File: src/hw/rtl/cube_shell_position_enumerator_core_defines.svh
// assertion macros for the cube shell position enumerator
`ifndef CUBE_SHELL_POSITION_ENUMERATOR_CORE_DEFINES_SVH
`define CUBE_SHELL_POSITION_ENUMERATOR_CORE_DEFINES_SVH
`ifndef NO_ASSERTIONS
`define CSP_ASSERT(lbl, prop, msg) \
	lbl: assert property (@(posedge clk) disable iff (!arst_n) prop) else $error(msg);
`define CSP_ASSERT_NEVER(lbl, cond, msg) \
	lbl: assert property (@(posedge clk) disable iff (!arst_n) !(cond)) else $error(msg);
`else
`define CSP_ASSERT(lbl, prop, msg)
`define CSP_ASSERT_NEVER(lbl, cond, msg)
`endif
`endif

File: src/hw/rtl/csp_pkg.sv
// types, constants and the radius-one table of the cube shell position enumerator
`default_nettype none
package csp_pkg;
	localparam int MAX_RADIUS = 255;
	localparam int RAD_W = 8;
	localparam int COORD_W = 9;
	localparam int TABLE_LEN = 26;

	typedef enum logic [2:0] {
		SEC_ORIGIN,
		SEC_TABLE,
		SEC_SIDEX,
		SEC_SIDEZ,
		SEC_FACES
	} section_t;

	typedef struct packed {
		logic signed [1:0] x;
		logic signed [1:0] y;
		logic signed [1:0] z;
	} unit_pos_t;

	// faces, then edges, then corners
	localparam unit_pos_t UNIT_SHELL [TABLE_LEN] = '{
		'{2'sd0, 2'sd1, 2'sd0}, '{2'sd0, 2'sd0, 2'sd1}, '{-2'sd1, 2'sd0, 2'sd0},
		'{2'sd1, 2'sd0, 2'sd0}, '{2'sd0, 2'sd0, -2'sd1}, '{2'sd0, -2'sd1, 2'sd0},
		'{-2'sd1, 2'sd0, 2'sd1}, '{2'sd1, 2'sd0, 2'sd1}, '{-2'sd1, 2'sd0, -2'sd1},
		'{2'sd1, 2'sd0, -2'sd1}, '{-2'sd1, -2'sd1, 2'sd0}, '{2'sd1, -2'sd1, 2'sd0},
		'{2'sd0, -2'sd1, 2'sd1}, '{2'sd0, -2'sd1, -2'sd1}, '{-2'sd1, 2'sd1, 2'sd0},
		'{2'sd1, 2'sd1, 2'sd0}, '{2'sd0, 2'sd1, 2'sd1}, '{2'sd0, 2'sd1, -2'sd1},
		'{-2'sd1, 2'sd1, 2'sd1}, '{2'sd1, 2'sd1, 2'sd1}, '{-2'sd1, 2'sd1, -2'sd1},
		'{2'sd1, 2'sd1, -2'sd1}, '{-2'sd1, -2'sd1, 2'sd1}, '{2'sd1, -2'sd1, 2'sd1},
		'{-2'sd1, -2'sd1, -2'sd1}, '{2'sd1, -2'sd1, -2'sd1}
	};
endpackage
`default_nettype wire

File: src/hw/rtl/cube_shell_position_enumerator_core.sv
// latency: a position appears on m_tdata the cycle after its request beat is taken
// throughput: one position per cycle while m_tready is high; the output register frees as
// it is read, so s_tready stays high while the result beat is taken in the same cycle
// the rate is set by the single pass from the shell counters to the output register
// reset: shell counters return to the origin sequence with radius zero, no beat pending
`default_nettype none
`include "cube_shell_position_enumerator_core_defines.svh"
module cube_shell_position_enumerator_core (
	input  wire logic        clk,
	input  wire logic        arst_n,
	input  wire logic        s_tvalid,
	output logic             s_tready,
	input  wire logic [7:0]  s_tdata,  // radius[7:0]
	input  wire logic        s_tuser,  // restart
	output logic             m_tvalid,
	input  wire logic        m_tready,
	output logic [31:0]      m_tdata,  // pos_x[8:0], pos_y[17:9], pos_z[26:18], zero pad
	output logic             m_tlast   // last
);
	localparam int RW = csp_pkg::RAD_W;
	localparam int CW = csp_pkg::COORD_W;

	// shell counters
	logic [RW-1:0]         held_radius_q;
	csp_pkg::section_t     section_q;
	logic [RW-1:0]         slice_y_q;
	logic signed [CW-1:0]  inner_q;
	logic signed [CW-1:0]  outer_q;
	logic [1:0]            emit_slot_q;
	logic [4:0]            table_index_q;

	// output register
	logic                  m_valid_q;
	logic signed [CW-1:0]  pos_x_q, pos_y_q, pos_z_q;
	logic                  last_q;

	// counters as seen by the current beat, after a restart
	logic [RW-1:0]         cur_rad;
	csp_pkg::section_t     cur_sec;
	logic [RW-1:0]         cur_slice;
	logic signed [CW-1:0]  cur_inner, cur_outer;
	logic [1:0]            cur_slot;
	logic [4:0]            cur_tidx;

	logic [RW-1:0]         in_rad;
	logic signed [CW-1:0]  d9, neg_d9;
	logic signed [CW-1:0]  slice9;
	csp_pkg::section_t     begin_sec;
	logic signed [CW-1:0]  out_x, out_y, out_z;
	logic                  out_last;
	logic [4:0]            tidx_clamp;
	csp_pkg::unit_pos_t    upos;

	csp_pkg::section_t     nxt_sec;
	logic [RW-1:0]         nxt_slice;
	logic signed [CW-1:0]  nxt_inner, nxt_outer;
	logic [1:0]            nxt_slot;
	logic [4:0]            nxt_tidx;
	logic                  slot_wrap;
	logic                  take;

	assign s_tready = !m_valid_q || m_tready;
	assign take     = s_tvalid && s_tready;

	assign in_rad = (s_tdata > RW'(csp_pkg::MAX_RADIUS)) ? RW'(csp_pkg::MAX_RADIUS) : s_tdata;

	always_comb begin
		if (s_tuser) begin
			cur_rad   = in_rad;
			cur_slice = '0;
			cur_slot  = '0;
			cur_tidx  = '0;
			cur_inner = -$signed({1'b0, in_rad});
			cur_outer = -$signed({1'b0, in_rad});
			if (in_rad == '0) begin
				cur_sec = csp_pkg::SEC_ORIGIN;
			end else if (in_rad == RW'(1)) begin
				cur_sec = csp_pkg::SEC_TABLE;
			end else begin
				cur_sec = csp_pkg::SEC_SIDEX;
			end
		end else begin
			cur_rad   = held_radius_q;
			cur_sec   = section_q;
			cur_slice = slice_y_q;
			cur_slot  = emit_slot_q;
			cur_tidx  = table_index_q;
			cur_inner = inner_q;
			cur_outer = outer_q;
		end
	end

	assign d9     = $signed({1'b0, cur_rad});
	assign neg_d9 = -d9;
	assign slice9 = $signed({1'b0, cur_slice});

	always_comb begin
		if (cur_rad == '0) begin
			begin_sec = csp_pkg::SEC_ORIGIN;
		end else if (cur_rad == RW'(1)) begin
			begin_sec = csp_pkg::SEC_TABLE;
		end else begin
			begin_sec = csp_pkg::SEC_SIDEX;
		end
	end

	assign tidx_clamp = (cur_tidx < 5'(csp_pkg::TABLE_LEN)) ? cur_tidx
		: 5'(csp_pkg::TABLE_LEN - 1);
	assign upos = csp_pkg::UNIT_SHELL[tidx_clamp];

	// position of the current beat
	always_comb begin
		out_x    = '0;
		out_y    = cur_slot[1] ? -slice9 : slice9;
		out_z    = '0;
		out_last = 1'b0;
		case (cur_sec)
			csp_pkg::SEC_TABLE: begin
				out_x    = CW'(upos.x);
				out_y    = CW'(upos.y);
				out_z    = CW'(upos.z);
				out_last = (tidx_clamp == 5'(csp_pkg::TABLE_LEN - 1));
			end
			csp_pkg::SEC_SIDEX: begin
				out_x = cur_slot[0] ? neg_d9 : d9;
				out_z = cur_inner;
			end
			csp_pkg::SEC_SIDEZ: begin
				out_x = cur_inner;
				out_z = cur_slot[0] ? neg_d9 : d9;
			end
			csp_pkg::SEC_FACES: begin
				out_x    = cur_outer;
				out_y    = cur_slot[0] ? d9 : neg_d9;
				out_z    = cur_inner;
				out_last = (cur_outer >= d9) && (cur_inner >= d9) && cur_slot[0];
			end
			default: begin
				out_y    = '0;
				out_last = 1'b1;
			end
		endcase
	end

	// counter advance
	always_comb begin
		nxt_sec   = cur_sec;
		nxt_slice = cur_slice;
		nxt_inner = cur_inner;
		nxt_outer = cur_outer;
		nxt_slot  = cur_slot;
		nxt_tidx  = cur_tidx;
		slot_wrap = (cur_slice != '0) ? (cur_slot == 2'd3) : (cur_slot == 2'd1);
		if (out_last) begin
			nxt_sec   = begin_sec;
			nxt_slice = '0;
			nxt_inner = neg_d9;
			nxt_outer = neg_d9;
			nxt_slot  = '0;
			nxt_tidx  = '0;
		end else begin
			case (cur_sec)
				csp_pkg::SEC_TABLE: begin
					nxt_tidx = cur_tidx + 5'd1;
				end
				csp_pkg::SEC_SIDEX: begin
					if (slot_wrap) begin
						nxt_slot = '0;
						if (cur_inner == d9) begin
							nxt_inner = CW'(1) - d9;
							nxt_sec   = csp_pkg::SEC_SIDEZ;
						end else begin
							nxt_inner = cur_inner + CW'(1);
						end
					end else begin
						nxt_slot = cur_slot + 2'd1;
					end
				end
				csp_pkg::SEC_SIDEZ: begin
					if (slot_wrap) begin
						nxt_slot = '0;
						if (cur_inner == d9 - CW'(1)) begin
							nxt_slice = cur_slice + RW'(1);
							nxt_inner = neg_d9;
							if (cur_slice == cur_rad - RW'(1)) begin
								nxt_outer = neg_d9;
								nxt_sec   = csp_pkg::SEC_FACES;
							end else begin
								nxt_sec = csp_pkg::SEC_SIDEX;
							end
						end else begin
							nxt_inner = cur_inner + CW'(1);
						end
					end else begin
						nxt_slot = cur_slot + 2'd1;
					end
				end
				csp_pkg::SEC_FACES: begin
					if (cur_slot[0]) begin
						nxt_slot = '0;
						if (cur_inner == d9) begin
							nxt_inner = neg_d9;
							nxt_outer = cur_outer + CW'(1);
						end else begin
							nxt_inner = cur_inner + CW'(1);
						end
					end else begin
						nxt_slot = cur_slot + 2'd1;
					end
				end
				default: begin
					nxt_sec   = begin_sec;
					nxt_slice = '0;
					nxt_inner = neg_d9;
					nxt_outer = neg_d9;
					nxt_slot  = '0;
					nxt_tidx  = '0;
				end
			endcase
		end
	end

	always_ff @(posedge clk or negedge arst_n) begin
		if (!arst_n) begin
			held_radius_q <= '0;
			section_q     <= csp_pkg::SEC_ORIGIN;
			slice_y_q     <= '0;
			inner_q       <= '0;
			outer_q       <= '0;
			emit_slot_q   <= '0;
			table_index_q <= '0;
		end else if (take) begin
			held_radius_q <= cur_rad;
			section_q     <= nxt_sec;
			slice_y_q     <= nxt_slice;
			inner_q       <= nxt_inner;
			outer_q       <= nxt_outer;
			emit_slot_q   <= nxt_slot;
			table_index_q <= nxt_tidx;
		end
	end

	always_ff @(posedge clk or negedge arst_n) begin
		if (!arst_n) begin
			m_valid_q <= 1'b0;
		end else if (take) begin
			m_valid_q <= 1'b1;
		end else if (m_tready) begin
			m_valid_q <= 1'b0;
		end
	end

	always_ff @(posedge clk) begin
		if (take) begin
			pos_x_q <= out_x;
			pos_y_q <= out_y;
			pos_z_q <= out_z;
			last_q  <= out_last;
		end
	end

	assign m_tvalid = m_valid_q;
	assign m_tdata  = {5'd0, pos_z_q, pos_y_q, pos_x_q};
	assign m_tlast  = last_q;

	`CSP_ASSERT(a_origin_radius, (section_q == csp_pkg::SEC_ORIGIN) |-> (held_radius_q == '0), "origin section with nonzero radius")
	`CSP_ASSERT(a_table_radius, (section_q == csp_pkg::SEC_TABLE) |-> (held_radius_q == RW'(1) && table_index_q < 5'(csp_pkg::TABLE_LEN)), "table section out of range")
	`CSP_ASSERT(a_slice_range, (section_q == csp_pkg::SEC_SIDEX || section_q == csp_pkg::SEC_SIDEZ) |-> (slice_y_q < held_radius_q && inner_q >= -$signed({1'b0, held_radius_q}) && inner_q <= $signed({1'b0, held_radius_q})), "side counters out of range")
	`CSP_ASSERT_NEVER(a_face_slot, section_q == csp_pkg::SEC_FACES && emit_slot_q[1], "face section slot above one")
endmodule
`default_nettype wire
File: config.mk
export PLATFORM = sky130hd
export DESIGN_NAME = cube_shell_position_enumerator_core
export DESIGN_NICKNAME = d
export VERILOG_FILES = /design/src/hw/rtl/csp_pkg.sv /design/src/hw/rtl/cube_shell_position_enumerator_core.sv
export VERILOG_INCLUDE_DIRS = /design/src /design/src/hw/rtl
export SDC_FILE = /design/constraint.sdc
export NUM_CORES = 1
export LEC_CHECK = 0
export ABC_CLOCK_PERIOD_IN_PS = 10200
export BUFFER_PORTS_ARGS = -buffer_cell sky130_fd_sc_hd__buf_2
export CORE_MARGIN = 2
export CORE_UTILIZATION = 31
export CTS_CLUSTER_DIAMETER = 80
export DETAILED_ROUTE_END_ITERATION = 8
export GPL_TIMING_DRIVEN = 0
export HOLD_SLACK_MARGIN = 0.03
export PLACE_DENSITY_LB_ADDON = 0.3
export SLEW_MARGIN = 20
export SYNTH_ARGS = -nofsm -noshare
export SYNTH_HDL_FRONTEND = slang
export SYNTH_SLANG_ARGS = --single-unit
File: constraint.sdc
create_clock -name clk -period 10.2 [get_ports clk]
set_input_delay 1.53 -clock clk [delete_from_list [all_inputs] [get_ports clk]]
set_output_delay 1.53 -clock clk [all_outputs]
set_load 0.005 [all_outputs]
==> flow_summary.toml, run 1 <==
[status]
status = "complete, no violations"

[placed_design]
gp_congestion = 1.03
post-place-ws_ns = 2.66
placed_cell_area_um2 = 7840
io_buffers = 36
hpwl_um = 23400
place_inst = 1247

[critical_path]
critPathLaunch = "s_tuser"
crit_required_ns = 10.40
r2r_end = "outer_q[8]"
crit_end = "outer_q[8]"
critPathArrivalTime_ns = 7.54
rrSetupSlack_ns = 5.37
criticalPathCategory = "primary input to register"
crit_fanout = 10
worstReg2RegStart = "held_radius_q[1]"
crit_path_start_kind = "primary input"
rr_worst_depth = 12
end_kind = "register"

[timing]
layout_min_cycle_time_ns = 7.34
timing.final.crit_share_pct = 71.9
worst_slack_ns = 2.86
max_clock_freq_ghz = 0.136
setup_viol = 0
tns_ns = 0
worst_pin_slew_ns = 1.17
hold_viol = 0
relSlewSlack_pct = 21.0
finalMaxSlewViolations = 0
fin_skew_ns = 0.0116
grt_setup_unrepaired = "false"
holdWs_ns = 0.525

[route]
postRouteAntennaNets = 0
routedWlPerCell_um = 25.1
firstDrtPassIters = 6
drt_iter0_drc = 1050
route.vias.total = 7812
drc = 0
vias_per_cell = 6.19
routed_wl_um = 31700

[logic_synthesis]
synth_top_family_by_area = "compound AO/OA/AOI/OAI gates"
synth.area.top_cells = "dfrtp_1 16%, edfxtp_1 12%, o21ai_0 5.7%"
yosysWarningCount = 0
synth_most_common_cell = "nand2_1"
synth_compound_area_share_pct = 28.6
synth.avg_cell_area_um2 = 8.08
seq_area_frac_synth_pct = 27.3
synth.distinct_cells = 95
yosys-top-cells-count = "94 x nand2_1, 82 x o21ai_0, 70 x nor2_1, 48 x a21oi_1, 45 x dfrtp_1"
synthSimpleGateAreaFrac_pct = 22.6
syn_area_um2 = 7220
synth_top_area_cell = "dfrtp_1"
syn_inst = 893
synth_edf_count = 28
ys.flop_type = "dfrtp_1"
synth_xor_area_share_pct = 6.03
synth_top_area_share_pct = 15.6
synthMuxAreaShare_pct = 3.21
synth_adder_area_share_pct = 5.55
async_reset_ff_share_pct = 61.6
yosys_register_bits = 73

[finish]
fin_area_um2 = 8140
drive_gt1_share_pct = 12.8
insertedDiodeCount = 0
syn_to_final_growth_pct = 12.8
final_cells = 1263
fin_nets = 990
fin_util_pct = 35.7

[power]
peakVddDrop_v = 0.0000786
powerDensity_nw_per_um2 = 174
p_total_mw = 1.41
p_leak_nw = 3.12

[hold_path]
hold_class = "register to register"

[floorplan]
chipHeight_um = 157
die_area_um2 = 24500
initial_core_util_pct = 31.7
pin_count = 48
rows = 55
core_area_um2 = 22800
dieWidth_um = 157

[clock_network]
root_buffer = "clkbuf_16"
clkLatencyLatePin_ns = 0.36
cts_buffer_depth = 2
cts_buffers = 9
cts_setup_buffers = 0
path_clk_slew_ns = 0.07
cts_tree = "yes"
clkSinkCount = 73
ctsHoldBuffers = 0
post_cts_resized = 0
htreeDepth = 3

[grt]
grt_pass1_wl_um = 47000
grt_pass1_vias = 7244
grt_usage_pct = 26.0
grt_max_degree = 46
overflow = 0
antenna_found_initial = 1

[job]
max_cap_violations = 0
-- flip-flops by register name (all words and copies together), names as in the netlist --
name / flops
m_tvalid: 1
table_index_q: 5
section_q: 3
emit_slot_q: 2
slice_y_q: 8
inner_q: 9
pos_x_q: 9
pos_y_q: 9
pos_z_q: 9
outer_q: 9
m_tlast: 1
held_radius_q: 8
-- metal layers --
metal	part of all wire [%]	vias up	global-route usage (%)
li1	-	3427	-
met1	42	3774	36.1
met2	43	514	38.9
met3	9.9	95	4.65
met4	4.8	2	12.8
met5	0.044	-	0
-- critical path, cell delays in order --
cell	delay (ns)
buf_4	0.18
buf_6	0.20
buf_2	0.27
buf_2	0.32
buf_2	0.37
buf_4	0.31
mux2i_2	0.80
ha_1	0.27
buf_2	0.29
or4b_4	0.53
nand2_2	0.17
nand3_1	0.18
a2111oi_4	0.51
nand4_4	0.26
nor2_1	0.42
nor2_1	0.11
a221oi_1	0.67
o21ai_0	0.16
-- how the worst min path moves through the flow --
stage               start          to  slack (ns)  cells after the start
6_report       outer_q[5]  outer_q[5]        0.52                      2
5_1_grt        inner_q[3]  inner_q[3]        0.54                      1
4_1_cts        outer_q[5]  outer_q[5]        0.51                      2
3_5_place_dp   outer_q[5]  outer_q[5]        0.49                      2
3_3_place_gp   outer_q[5]  outer_q[5]        0.48                      2
2_1_floorplan  outer_q[5]  outer_q[5]        0.46                      2
-- power breakdown --
part           internal (mW)  switching (mW)  leakage [nW]
Sequential             0.369          0.0427         0.835
Clock                  0.189           0.144         0.139
Combinational          0.232           0.437          2.14
-- cells in the final DEF, fill, tap and decap left out, types with 10 or more instances in the layout --
| master | netlist | layout |
|---|---|---|
| nor2b_1 | 15 | 15 |
| o221ai_1 | 13 | 13 |
| o31ai_1 | 10 | 10 |
| nor3_1 | 27 | 27 |
| nand2b_1 | 17 | 17 |
| nand2_1 | 94 | 94 |
| o21ai_0 | 82 | 82 |
| nor3b_1 | 11 | 11 |
| buf_4 | 11 | 12 |
| buf_2 | 12 | 47 |
| a21oi_1 | 48 | 48 |
| clkbuf_1 | 43 | 42 |
| inv_1 | 28 | 28 |
| nand3_1 | 22 | 22 |
| xor2_1 | 12 | 12 |
| o211ai_1 | 21 | 21 |
| edfxtp_1 | 28 | 28 |
| xnor2_1 | 30 | 30 |
| nor2_1 | 70 | 70 |
| ha_1 | 32 | 32 |
| dfrtp_1 | 45 | 45 |
-- final cells by class --
type,count,area [um2]
fillers,2459,14600
multi-input cells,718,4790
flip-flops and latches,73,1970
well taps,313,392
plain buffers,75,362
clock buffers,9,225
repair buffers,37,210
inverters,31,119
clock inverters,7,71.3
-- cell families (layout without fill, tap and decap cells) --
| group | count (synthesis) | in the layout |
|---|---|---|
| xor gates and xnor gates | 45 | 45 |
| muxes | 20 | 20 |
| other | 1 | 5 |
| AOI/OAI and AO/OA | 298 | 298 |
| adders and majority gates | 32 | 32 |
| buffers and inverters | 106 | 159 |
| and+or+nand+nor | 318 | 318 |
| DFF | 73 | 73 |
Power figures use the tool's default switching activity.
==> run 2, diff against run 1 <==
ABC_CLOCK_PERIOD_IN_PS = 6300   (was 10200)
clock period = 6.3 ns   (was 10.2 ns; I/O delays follow)
==> run 2 against run 1 <==
Total power increased by 62%; sequential cell count unchanged; routed wire length decreased by 0.16%.
==> flow_summary.toml, run 2 (synthesis gave the netlist of run 1 again) <==
[grt]
grt_usage_pct = 25.9
grt_pass1_vias = 7258
overflow = 0
antenna_found_initial = 0
grt_pass1_wl_um = 46800
grt_max_degree = 46

[timing]
layout_min_cycle_time_ns = 6.15
max_clock_freq_ghz = 0.163
tns_ns = 0
grt_setup_unrepaired = "false"
finalMaxSlewViolations = 0
worst_slack_ns = 0.151
worst_pin_slew_ns = 1.16
relSlewSlack_pct = 21.4
timing.final.crit_share_pct = 97.6
setup_viol = 0
fin_skew_ns = 0.0124
hold_viol = 0

[clock_network]
clkSinkCount = 73
cts_buffer_depth = 2
root_buffer = "clkbuf_16"
clkLatencyLatePin_ns = 0.36
cts_tree = "yes"
ctsHoldBuffers = 0
cts_buffers = 9
htreeDepth = 3
path_clk_slew_ns = 0.07

[critical_path]
crit_required_ns = 6.55
cp.depth = 20
cp.buffers_inverters = 9
path_delay_family = "buffers and inverters"
critPathMaxStageDelay_ns = 0.53
critPathArrivalTime_ns = 6.40
cp_slowest_cell = "or4b_4"
crit_fanout = 10
rr_worst_depth = 16
criticalPathCategory = "primary input to register"
crit_top_cell = "buf_2"
crit_path_start_kind = "primary input"
worstPathCellList = "buf_4, buf_6, buf_2, buf_2, buf_2, buf_4, mux2i_4, ha_1, buf_2, or4b_4, and2_1, buf_2, o21ai_2, and4bb_2, o311ai_2, nor3_2, buf_4, mux2i_1, o21ai_1, a22o_1"
end_kind = "register"

[finish]
insertedDiodeCount = 0
final_cells = 1266
fin_nets = 993
drive_gt1_share_pct = 13.9
fin_util_pct = 36.0
final_common_cell = "nand2_1"
layout_common_cells = "94 x nand2_1, 82 x o21ai_0, 68 x nor2_1, 48 x a21oi_1, 47 x buf_2"
syn_to_final_growth_pct = 13.5

[route]
firstDrtPassIters = 9
postRouteAntennaNets = 0
vias_per_cell = 6.18
routed_wl_um = 31700
route.vias.total = 7820
drt_iter0_drc = 1114
routedWlPerCell_um = 25.0
drc = 0

[placed_design]
io_buffers = 36
post-place-ws_ns = -0.651
gp_congestion = 1.03
place_inst = 1247
hpwl_um = 23400

[floorplan]
pin_count = 48
initial_core_util_pct = 31.7
rows = 55
chipHeight_um = 157
die_area_um2 = 24500
core_area_um2 = 22800
dieWidth_um = 157

[power]
p_leak_nw = 3.14
power.switching_mw = 1.01
internal-power_mw = 1.28
pwr-share-seq_pct = 29.0
peakVddDrop_v = 0.000127
powerDensity_nw_per_um2 = 280
p_sw_share_pct = 44.1
clockPowerShare_pct = 23.5
p_comb_share_pct = 47.5

[status]
status = "complete, no violations"

[hold_path]
hold-path-cell-count = 2
hold_class = "register to register"

[job]
max_cap_violations = 0
-- run 2: changes by cell type in the layout (fill, tap and decap cells not counted), moves of 2 or more --
cell and change:
buf_4 +3, clkbuf_2 +2, nor2_1 -2, nor2_2 +2
-- run 2: worst paths after layout --
path	startpoint	endpoint	slack (ns)
min reg2reg	outer_q[5]	outer_q[5]	0.52
max reg2reg	held_radius_q[0]	outer_q[2]	1.76
min	outer_q[5]	outer_q[5]	0.52
min in group asynchronous	arst_n	slice_y_q[5]	0.64
max in group asynchronous	arst_n	outer_q[8]	5.17
max	s_tuser	outer_q[2]	0.15
-- run 2: power groups by stage --
stage / clock [mW] / sequential [mW] / combinational, mW
after floorplan: 0 / 0.650 / 0.704
after global placement: 0 / 0.670 / 1.04
after detailed placement: 0 / 0.671 / 1.04
after CTS: 0.546 / 0.663 / 1.05
after global routing: 0.564 / 0.673 / 1.16
final: 0.539 / 0.666 / 1.09
-- run 2: stage by stage --
step / area, um2 / power [mW] / hold slack [ns]
finish: 8190 / 2.30 / 0.519
global route: 8190 / 2.40 / 0.543
detailed placement: 7840 / 1.71 / 0.488
CTS: 8150 / 2.26 / 0.508
floorplan: 7230 / 1.35 / 0.457
global placement: 7800 / 1.71 / 0.479
-- run 2: layer usage --
layer  global-route usage [%]  vias to the layer above  wire (um)
met1                     35.7                     3778      13200
met2                     38.8                      517      13700
met5                        0                        -          0
li1                         -                     3432          -
met4                     12.6                        0       1510
met3                     4.96                       93       3330
-- run 2: final cells by class --
cell class	count	area [um2]
buffer	75	364
clock buffer	9	225
clock inverter	7	71.3
fill	2455	14600
inverter	31	119
multi-input combinational	718	4820
sequential	73	1970
tap	313	392
timing repair buffer	40	233
-- run 2: worst reg2reg max path: stages, from the launching register on --
cell,delay [ns]
dfrtp_1,0.47
mux2_2,0.33
buf_6,0.18
inv_4,0.18
ha_1,0.17
buf_2,0.29
or4b_4,0.54
and2_1,0.17
buf_2,0.20
o21ai_2,0.27
and4bb_2,0.27
o311ai_2,0.18
nor3_2,0.39
buf_4,0.27
mux2i_1,0.22
o21ai_1,0.09
a22o_1,0.23
-- run 2: timing repair --
item                                    in CTS  in global routing
pin swaps                                    0                  0
endpoints found under the setup margin       5                 17
buffers inserted                             0                  3
resized for setup                            2                  9
==> run 3, diff against run 2 <==
ABC_AREA = 1   (was default)
CTS_CLUSTER_SIZE = 10   (was default)
==> run 3 against run 2 <==
Utilization fell by 0.30 points; sequential share of layout area fell by 0.51 points; combinational power fell by 14%; global-route usage rose by 0.78 points; critical endpoint is now section_q[1]; synthesized cell count rose by 30%; clock skew fell by 0.0025 ns; clock power fell by 1%; die area rose by 2.9%.
==> flow_summary.toml, run 3 <==
[finish]
layout_common_cells = "373 x nand2_1, 115 x inv_1, 102 x nand3_1, 97 x nor2_1, 57 x o21ai_0"
drive_gt1_share_pct = 12.7
fin_nets = 1262
nFillCells = 2605
final_common_cell = "nand2_1"
fin_util_pct = 35.7
fin_area_um2 = 8370
final_cells = 1541
insertedDiodeCount = 0
syn_to_final_growth_pct = 12.6

[grt]
grt_pass1_vias = 7878
overflow = 0
grt_pass1_wl_um = 49900
grt_max_degree = 46
antenna_found_initial = 1
grt_usage_pct = 26.7

[timing]
finalMaxSlewViolations = 0
fin_skew_ns = 0.00993
grt_setup_unrepaired = "false"
hold_viol = 0
tns_ns = 0
layout_min_cycle_time_ns = 5.05
relSlewSlack_pct = 18.4
timing.final.crit_share_pct = 80.2
setup_viol = 0
worst_pin_slew_ns = 1.21
max_clock_freq_ghz = 0.198

[placed_design]
gp_congestion = 1.04
hpwl_um = 26400
placed_cell_area_um2 = 8070
io_buffers = 41
place_inst = 1525

[power]
pwr-share-seq_pct = 29.8
peakVddDrop_v = 0.000112
clockPowerShare_pct = 25.5
p_comb_share_pct = 44.7
powerDensity_nw_per_um2 = 250
p_sw_share_pct = 45.1
internal-power_mw = 1.15
p_total_mw = 2.09
p_leak_nw = 4.01
power.switching_mw = 0.942

[logic_synthesis]
yosys_register_bits = 73
synth.distinct_cells = 52
synth_top_area_cell = "nand2_1"
yosys-top-cells-count = "373 x nand2_1, 115 x inv_1, 102 x nand3_1, 97 x nor2_1, 57 x o21ai_0"
seq_area_frac_synth_pct = 26.5
synth_most_common_cell = "nand2_1"
syn_inst = 1160
synth_top_area_share_pct = 18.8
synth.area.top_cells = "nand2_1 19%, dfrtp_1 15%, edfxtp_1 11%"
yosysWarningCount = 0
async_reset_ff_share_pct = 61.6
syn_area_um2 = 7430
synth_edf_count = 28
ys.flop_type = "dfrtp_1"
synth.avg_cell_area_um2 = 6.40

[critical_path]
end_kind = "register"
worstReg2RegStart = "held_radius_q[0]"
crit_path_start_kind = "primary input"
critPathArrivalTime_ns = 5.26
critPathLaunch = "s_tuser"
criticalPathCategory = "primary input to register"
crit_fanout = 10
r2r_end = "section_q[1]"
crit_required_ns = 6.51
rr_worst_depth = 15
rrSetupSlack_ns = 2.27
crit_end = "section_q[1]"

[floorplan]
chipHeight_um = 159
dieWidth_um = 159
core_area_um2 = 23500
pin_count = 48
initial_core_util_pct = 31.7
die_area_um2 = 25200
rows = 56

[clock_network]
clkLatencyLatePin_ns = 0.36
post_cts_resized = 0
cts_buffers = 9
cts_buffer_depth = 2
clkSinkCount = 73
cts_tree = "yes"
htreeDepth = 3
ctsHoldBuffers = 0
path_clk_slew_ns = 0.06
cts_setup_buffers = 0
root_buffer = "clkbuf_16"

[job]
max_cap_violations = 0

[route]
drt_iter0_drc = 960
drc = 0
route.vias.total = 8461
routedWlPerCell_um = 21.8
routed_wl_um = 33600
firstDrtPassIters = 5
postRouteAntennaNets = 0
vias_per_cell = 5.49

[status]
status = "complete, no violations"

[hold_path]
hold_class = "register to register"
==> run 3: routing by layer <==
layer  track usage [%]  wire length (um)
met4              17.3              2250
met2              38.8             14000
met1              35.7             14600
met3              5.41              2720
met5              1.58                65
==> run 3: cells by family (layout without fill, tap and decap cells) <==
logic type	Yosys count	in the layout	synth area share [%]
AND/OR/NAND/NOR	674	674	40.8
AO/OA/AOI/OAI	200	200	16.2
buffers and inverters	166	224	9.48
flip-flops	73	73	26.5
adder cells (fa/ha/maj)	32	32	5.39
XOR/XNOR	14	14	1.65
other	1	5	0.0505
==> run 3: critical path, cell delays in order <==
cell and delay, ns:
buf_6 0.14, buf_6 0.17, buf_2 0.33, buf_2 0.34
a21oi_1 0.18, inv_1 0.30, ha_1 0.31, nand3_2 0.22
nor2_4 0.26, nand2_1 0.10, nand2_1 0.07, nand2_1 0.30
nand2_1 0.21, nand4_1 0.16, nor2_4 0.35, nand4_2 0.27
o211ai_1 0.46, nand3_1 0.12
==> run 3: final cells by class <==
| type | count | area, um2 | share of cell area (%) |
|---|---|---|---|
| multi-input cells | 925 | 4770 | 57.0 |
| flip-flops and latches | 73 | 1970 | 23.5 |
| inverters | 129 | 487 | 5.82 |
| well taps | 319 | 399 | 4.77 |
| clock buffers | 15 | 289 | 3.45 |
| repair buffers | 42 | 228 | 2.72 |
| plain buffers | 37 | 219 | 2.62 |
| clock inverters | 1 | 7.51 | 0.0897 |
==> run 3: worst min path at each step <==
stage	depth (start not counted)	slack [ns]	start	to
after floorplan	2	0.44	outer_q[4]	outer_q[4]
after global placement	2	0.46	outer_q[1]	outer_q[1]
after detailed placement	2	0.47	outer_q[1]	outer_q[1]
after CTS	2	0.48	outer_q[1]	outer_q[1]
after global routing	2	0.51	outer_q[3]	outer_q[3]
final	2	0.48	outer_q[3]	outer_q[3]
==> run 3: power by group through the flow <==
stage | combinational [mW] | sequential, mW | clock, mW
2_1_floorplan | 0.585 | 0.619 | 0
3_3_place_gp | 0.902 | 0.630 | 0
3_5_place_dp | 0.905 | 0.630 | 0
6_report | 0.934 | 0.623 | 0.533
5_1_grt | 1.02 | 0.630 | 0.558
4_1_cts | 0.909 | 0.622 | 0.540
==> run 3: per-stage QoR <==
step	hold slack, ns	setup WS, ns
after floorplan	0.444	2.51
after global placement	0.460	0.866
after detailed placement	0.465	0.971
after CTS	0.479	1.31
after global routing	0.514	1.04
final	0.482	1.25
